[config.mk]
export PLATFORM = sky130hd
export DESIGN_NAME = swm_decode
export DESIGN_NICKNAME = d
export VERILOG_FILES = /design/src/rtl/swm_pkg.sv /design/src/rtl/swm_decode.sv
export SDC_FILE = /design/constraint.sdc
export NUM_CORES = 1
export LEC_CHECK = 0
export BUFFER_PORTS_ARGS = -buffer_cell sky130_fd_sc_hd__buf_2
export CORE_ASPECT_RATIO = 0.6
export CORE_MARGIN = 1.5
export CORE_UTILIZATION = 34
export DETAILED_ROUTE_END_ITERATION = 7
export PLACE_DENSITY_LB_ADDON = 0.15
export SETUP_SLACK_MARGIN = 0.02
export SYNTH_ARGS = -nofsm -noshare
export SYNTH_HDL_FRONTEND = slang
export SYNTH_SLANG_ARGS = --single-unit
[constraint.sdc]
create_clock -name vclk -period 5
set_input_delay 0.5 -clock vclk [all_inputs]
set_output_delay 0.5 -clock vclk [all_outputs]
set_load 0.02 [all_outputs]
[src/rtl/swm_pkg.sv]
// Package of segmented_word_memory: address map, codes and shared types.
package swm_pkg;

  localparam int STACK_DEPTH_DEF  = 8192;
  localparam int HEAP_DEPTH_DEF   = 8192;
  localparam int STATIC_DEPTH_DEF = 1024;
  localparam int MMIO_DEPTH_DEF   = 4;

  localparam logic [31:0] STACK_TOP   = 32'h7fffeffc;
  localparam logic [31:0] STACK_FLOOR = 32'h7fff6ffc;
  localparam logic [31:0] HEAP_BASE   = 32'h10008000;
  localparam logic [31:0] HEAP_END    = 32'h1000ffff;
  localparam logic [31:0] STATIC_BASE = 32'h10010000;
  localparam logic [31:0] STATIC_END  = 32'h10010fa0;
  localparam logic [31:0] MMIO_BASE   = 32'hffff0000;
  localparam logic [31:0] MMIO_END    = 32'hffff0010;

  localparam logic [1:0] ST_OK         = 2'd0;
  localparam logic [1:0] ST_MISALIGNED = 2'd1;
  localparam logic [1:0] ST_UNMAPPED   = 2'd2;

  localparam logic FUNC_READ  = 1'b0;
  localparam logic FUNC_WRITE = 1'b1;

  typedef enum logic [2:0] {
    SEG_NONE,
    SEG_STACK,
    SEG_HEAP,
    SEG_STATIC,
    SEG_MMIO
  } seg_t;

  typedef struct packed {
    seg_t       seg;
    logic [1:0] status;
  } decode_t;

endpackage

[src/rtl/swm_decode.sv]
// Address decoder: segment, status and word offset of one access.
module swm_decode #(
  parameter int STACK_DEPTH  = swm_pkg::STACK_DEPTH_DEF,
  parameter int HEAP_DEPTH   = swm_pkg::HEAP_DEPTH_DEF,
  parameter int STATIC_DEPTH = swm_pkg::STATIC_DEPTH_DEF,
  parameter int MMIO_DEPTH   = swm_pkg::MMIO_DEPTH_DEF
) (
  input  logic [31:0]      address,
  output swm_pkg::decode_t dec,
  output logic [29:0]      word_off
);
  import swm_pkg::*;

  logic [31:0] stack_diff;
  logic [31:0] heap_diff;
  logic [31:0] static_diff;
  logic [31:0] mmio_diff;

  assign stack_diff  = STACK_TOP - address;
  assign heap_diff   = address - HEAP_BASE;
  assign static_diff = address - STATIC_BASE;
  assign mmio_diff   = address - MMIO_BASE;

  always_comb begin
    dec.seg    = SEG_NONE;
    dec.status = ST_UNMAPPED;
    word_off   = '0;
    if (address[1:0] != 2'b00) begin
      dec.status = ST_MISALIGNED;
    end else if (address <= STACK_TOP && address > STACK_FLOOR) begin
      word_off = stack_diff[31:2];
      if (stack_diff[31:2] < 30'(STACK_DEPTH)) begin
        dec.seg    = SEG_STACK;
        dec.status = ST_OK;
      end
    end else if (address >= HEAP_BASE && address < HEAP_END) begin
      word_off = heap_diff[31:2];
      if (heap_diff[31:2] < 30'(HEAP_DEPTH)) begin
        dec.seg    = SEG_HEAP;
        dec.status = ST_OK;
      end
    end else if (address >= STATIC_BASE && address < STATIC_END) begin
      word_off = static_diff[31:2];
      if (static_diff[31:2] < 30'(STATIC_DEPTH)) begin
        dec.seg    = SEG_STATIC;
        dec.status = ST_OK;
      end
    end else if (address >= MMIO_BASE && address < MMIO_END) begin
      word_off = mmio_diff[31:2];
      if (mmio_diff[31:2] < 30'(MMIO_DEPTH)) begin
        dec.seg    = SEG_MMIO;
        dec.status = ST_OK;
      end
    end
  end

endmodule

==> results.py, run 1 <==
metrics = {
    "sta": {
        "hold_viol": 0,
        "setup_viol": 0,
        "rsz0062_at_grt": "false",
        "slew_headroom": 0.467,
        "min_period_ns": 3.84,
        "fmax_mhz": 260,
        "worst_pin_slew_ns": 0.792,
        "setup_tns_ns": 0,
        "finalMaxSlewViolations": 0,
        "fin_crit_sh": 0.768,
        "setup_ws_ns": 1.16,
        "whs_ns": 1.39,
    },
    "logic_synthesis": {
        "yosys.area.top_type": "xnor2_1",
        "ys_top_cells_by_count": "17 x nor2_1, 15 x a21oi_1, 15 x xnor2_1, 13 x nor3_1, 11 x nand2_1",
        "yosys_warnings": 0,
        "yosysMostFrequentCell": "nor2_1",
        "synth_area_leaders": "xnor2_1 9.1%, ha_1 8.7%, a21oi_1 5.2%",
        "postSynthCellCount": 203,
        "syn-num-nets": 245,
        "yosys.cell_types.count": 59,
        "yosysSeqAreaShare": 0,
        "mappedNetlistArea_mm2": 0.00144,
        "yosys.area.top_type_share": 0.0915,
        "avgSynthCellArea_um2": 7.08,
    },
    "die": {
        "num_rows": 18,
        "die_w_um": 86.9,
        "die_h_um": 53.3,
        "initial_core_util": 0.352,
        "core-area_mm2": 0.00408,
        "die_area_mm2": 0.00464,
        "io-pin-count": 67,
    },
    "critical_path": {
        "worstSetupEndpointType": "output port",
        "required_ns": 4.50,
        "path_max_fanout": 14,
        "cp-start-kind": "input pin",
        "critical_path_class": "in -> out",
        "crit_arrival_ns": 3.34,
    },
    "placed_design": {
        "postPlaceCellArea_mm2": 0.00180,
        "dp_hpwl_um": 3980,
        "post-place-ws_ns": 1.15,
        "port_buffers": 67,
        "gp_congestion": 0.918,
    },
    "drt": {
        "ant_nets": 0,
        "vias": 1728,
        "drc": 0,
        "firstDrtPassIters": 4,
        "routedWlPerCell_um": 14.7,
        "wirelength_um": 4740,
        "drtIter0Drc": 107,
        "vias_per_cell": 5.35,
    },
    "global_routing": {
        "grtUsageTotal": 0.198,
        "grt_overflow": 0,
        "grt_pass1_wl_um": 7050,
        "grt_pass1_vias": 1389,
        "use_met1": 0.326,
        "grt_start_max_net_pins": 15,
        "use_met2": 0.273,
        "top_usage_layer": "met1",
        "use_met3": 0.0203,
        "antenna_found_initial": 0,
    },
    "power": {
        "netSwitchingPower_mw": 0.0524,
        "p_clk_frac": 0,
        "seq_power_share": 0,
        "p_sw_frac": 0.642,
        "pwr_density_cell_mw_per_mm2": 45.2,
        "pwr-share-comb": 1.000,
        "p_int_mw": 0.0292,
        "p_leak_nw": 0.812,
        "irDropWorstVdd_v": 0.0000188,
    },
    "cells_and_area": {
        "n_fill_cell": 461,
        "multi_input_area_mm2": 0.00136,
        "final_cell_area_mm2": 0.00180,
        "area_growth_pct": 25.6,
        "nClkBuffers": 0,
        "nets": 307,
        "n_sequential_cell": 0,
        "drive_above_1_share": 0.361,
        "seq_area_um2": 0,
        "antenna_cells": 0,
    },
    "clocking": {
        "cts_setup_buffers": 0,
        "cts_hold_buf": 0,
        "cts-resized-gates": 0,
    },
    "worst_hold_path": {
        "min_path_type": "in -> out",
    },
    "flow_run": {
        "drv_cap": 0,
    },
    "outcome": {
        "outcome": "complete, no violations",
    },
}
-- path summary, 6_finish.rpt --
check,from,end,slack [ns],depth (start not counted)
min,address[12],word_off[10],1.39,4
max,address[17],word_off[13],1.16,11
-- placed cells by master (no fill, tap or decap), types with 2 or more instances in the layout --
cell      count
nand4_1       9
nand4b_1      2
a31oi_1       2
o21ai_0       5
o211a_1       2
o21bai_1      2
nand2_1      11
buf_2        67
and3_1        5
nor2_1       17
nand3_1       7
nand3b_1      3
nor4_1        5
nand2b_1      8
xor2_1        6
and2_1        2
a21o_1        2
a21oi_1      15
nor2b_1       2
inv_1         9
ha_1         10
a41oi_1       2
nor4b_1       2
nor3_1       13
nor2_2       10
xnor2_1      15
or3_1         2
-- through the flow --
step / std cells / power (mW) / util
2_1_floorplan: 203 / 0.0431 / -
3_3_place_gp: 323 / 0.0808 / 0.443
3_5_place_dp: 323 / 0.0797 / 0.443
4_1_cts: 323 / 0.0801 / 0.443
5_1_grt: 323 / 0.0892 / 0.443
6_report: 323 / 0.0816 / 0.443
-- final cells by class --
type                            instances  area share
Timing Repair Buffer                   67       0.186
Inverter                                9      0.0187
Tap cell                               60      0.0416
Multi-Input combinational cell        187       0.754
-- power groups by stage --
stage	clock network, mW	logic [mW]	registers, mW
finish	0	0.0816	0
global route	0	0.0892	0
CTS	0	0.0801	0
detailed placement	0	0.0797	0
global placement	0	0.0808	0
floorplan	0	0.0431	0
-- cells by family after synthesis --
family / count (synthesis) / share of synthesized area
buffers and inverters: 16 / 0.0531
muxes: 1 / 0.00784
and+or+nand+nor: 110 / 0.475
adders and majority gates: 10 / 0.0871
xor gates and xnor gates: 21 / 0.128
AOI/OAI and AO/OA: 45 / 0.249
-- routing by layer --
layer | vias to the layer above | part of all wire
met2 | 63 | 0.37
met1 | 792 | 0.56
met5 | - | 0
met4 | 0 | 0
li1 | 873 | -
met3 | 0 | 0.074
-- worst max-delay path, cell delays in order --
cell      delay (ns)
buf_2           0.14
inv_1           0.23
ha_1            0.24
nand2_2         0.10
or3_1           0.40
o41ai_2         0.31
a221oi_4        0.17
nand2b_4        0.21
o31ai_4         0.72
nor3_1          0.12
buf_2           0.20
Note: power is estimated with default switching activity, not from simulation.
==> inputs of run 2 (changes only) <==
Clock period 5 ns to 4 ns, I/O delays scaled along.
==> results.py, run 2 (same netlist as run 1, synthesis figures left out) <==
metrics = {
    "placed_design": {
        "dp.cells": 326,
        "post-place-ws_ns": 0.628,
        "port_buffers": 67,
        "gp_congestion": 0.903,
        "dp_hpwl_um": 4010,
    },
    "power": {
        "irDropWorstVdd_v": 0.0000287,
        "p_clk_frac": 0,
        "netSwitchingPower_mw": 0.0660,
        "pwr_density_cell_mw_per_mm2": 56.6,
        "p_sw_frac": 0.638,
        "seq_power_share": 0,
        "p_int_mw": 0.0375,
        "pwr-share-comb": 1.000,
        "p_leak_nw": 0.827,
    },
    "sta": {
        "worst_pin_slew_ns": 0.627,
        "fmax_mhz": 296,
        "setup_viol": 0,
        "slew_headroom": 0.578,
        "finalMaxSlewViolations": 0,
        "fin_crit_sh": 0.846,
        "min_period_ns": 3.38,
        "setup_ws_ns": 0.617,
        "setup_tns_ns": 0,
        "hold_viol": 0,
        "rsz0062_at_grt": "false",
    },
    "critical_path": {
        "crit_chain": "buf_2 -> inv_1 -> ha_1 -> nand2_2 -> or3_1 -> o41ai_2 -> a221oi_4 -> nand2b_4 -> o31ai_4 -> buf_4 -> nor3_1 -> buf_2",
        "critPathTopFamily": "buffers and inverters",
        "path_max_fanout": 14,
        "slowest_stage": "or3_1",
        "crit_arrival_ns": 2.98,
        "cpMostUsedCell": "buf_2",
        "cp-start-kind": "input pin",
        "critical_path_class": "in -> out",
        "max_stage_delay_ns": 0.41,
        "required_ns": 3.60,
        "path_buf_inv": 4,
        "worstSetupEndpointType": "output port",
    },
    "cells_and_area": {
        "fin_cells": 326,
        "nClkBuffers": 0,
        "area_growth_pct": 27.2,
        "n_fill_cell": 440,
        "nets": 310,
        "final_common_cell": "buf_2",
        "antenna_cells": 0,
        "drive_above_1_share": 0.368,
        "n_sequential_cell": 0,
        "seq_area_um2": 0,
        "mostFrequentLayoutCells": "67 x buf_2, 17 x nor2_1, 15 x xnor2_1, 15 x a21oi_1, 13 x nor3_1",
    },
    "outcome": {
        "outcome": "complete, no violations",
    },
    "drt": {
        "firstDrtPassIters": 4,
        "vias_per_cell": 5.46,
        "drtIter0Drc": 175,
        "routedWlPerCell_um": 14.7,
        "wirelength_um": 4800,
        "vias": 1780,
        "ant_nets": 0,
        "drc": 0,
    },
    "worst_hold_path": {
        "hold_depth": 4,
        "whs_endpoint": "word_off[10]",
        "hold_start": "address[12]",
        "min_path_type": "in -> out",
    },
    "clocking": {
        "cts-resized-gates": 0,
        "cts_setup_buffers": 0,
        "cts_hold_buf": 0,
    },
    "die": {
        "die_h_um": 53.3,
        "num_rows": 18,
        "die_w_um": 86.9,
        "core-area_mm2": 0.00408,
        "io-pin-count": 67,
        "initial_core_util": 0.352,
        "die_area_mm2": 0.00464,
    },
    "global_routing": {
        "grt_overflow": 0,
        "grtUsageTotal": 0.196,
        "antenna_found_initial": 0,
        "grt_pass1_vias": 1347,
        "grt_start_max_net_pins": 15,
        "grt_pass1_wl_um": 7090,
    },
    "flow_run": {
        "drv_cap": 0,
    },
}
## run 2: routing by layer
metal / global-route usage / vias to the layer above / routed length, um
li1: - / 885 / -
met1: 0.333 / 808 / 2540
met2: 0.255 / 87 / 1770
met3: 0.0296 / 0 / 493
met4: 0 / 0 / 0
met5: 0 / - / 0
## run 2: power groups by stage
| stage | Clock, mW | Sequential, mW | Combinational [mW] |
|---|---|---|---|
| floorplan | 0 | 0 | 0.0539 |
| global placement | 0 | 0 | 0.103 |
| detailed placement | 0 | 0 | 0.101 |
| CTS | 0 | 0 | 0.101 |
| global route | 0 | 0 | 0.112 |
| finish | 0 | 0 | 0.103 |
## run 2: worst max-delay path by stage
stage | from | endpoint | slack, ns | cells past startpoint
finish | address[17] | word_off[13] | 0.62 | 12
global placement | address[17] | word_off[13] | 0.70 | 12
CTS | address[17] | word_off[13] | 0.62 | 12
detailed placement | address[17] | word_off[13] | 0.63 | 12
floorplan | address[17] | word_off[17] | 1.02 | 9
global route | address[0] | word_off[17] | 0.44 | 9
## run 2: area by class of cell
| cell class | count | area [um2] | area share |
|---|---|---|---|
| Tap cell | 60 | 75.1 | 0.0411 |
| Multi-Input combinational cell | 187 | 1360 | 0.745 |
| Inverter | 9 | 33.8 | 0.0185 |
| Timing Repair Buffer | 70 | 358 | 0.196 |
## run 2: stage by stage
step	hold slack [ns]	instance area, um2	utilization	power [mW]
finish	1.21	1830	0.448	0.103
global route	1.23	1830	0.448	0.112
detailed placement	1.20	1830	0.448	0.101
floorplan	0.950	1440	-	0.0539
CTS	1.20	1830	0.448	0.101
global placement	1.20	1830	0.448	0.103
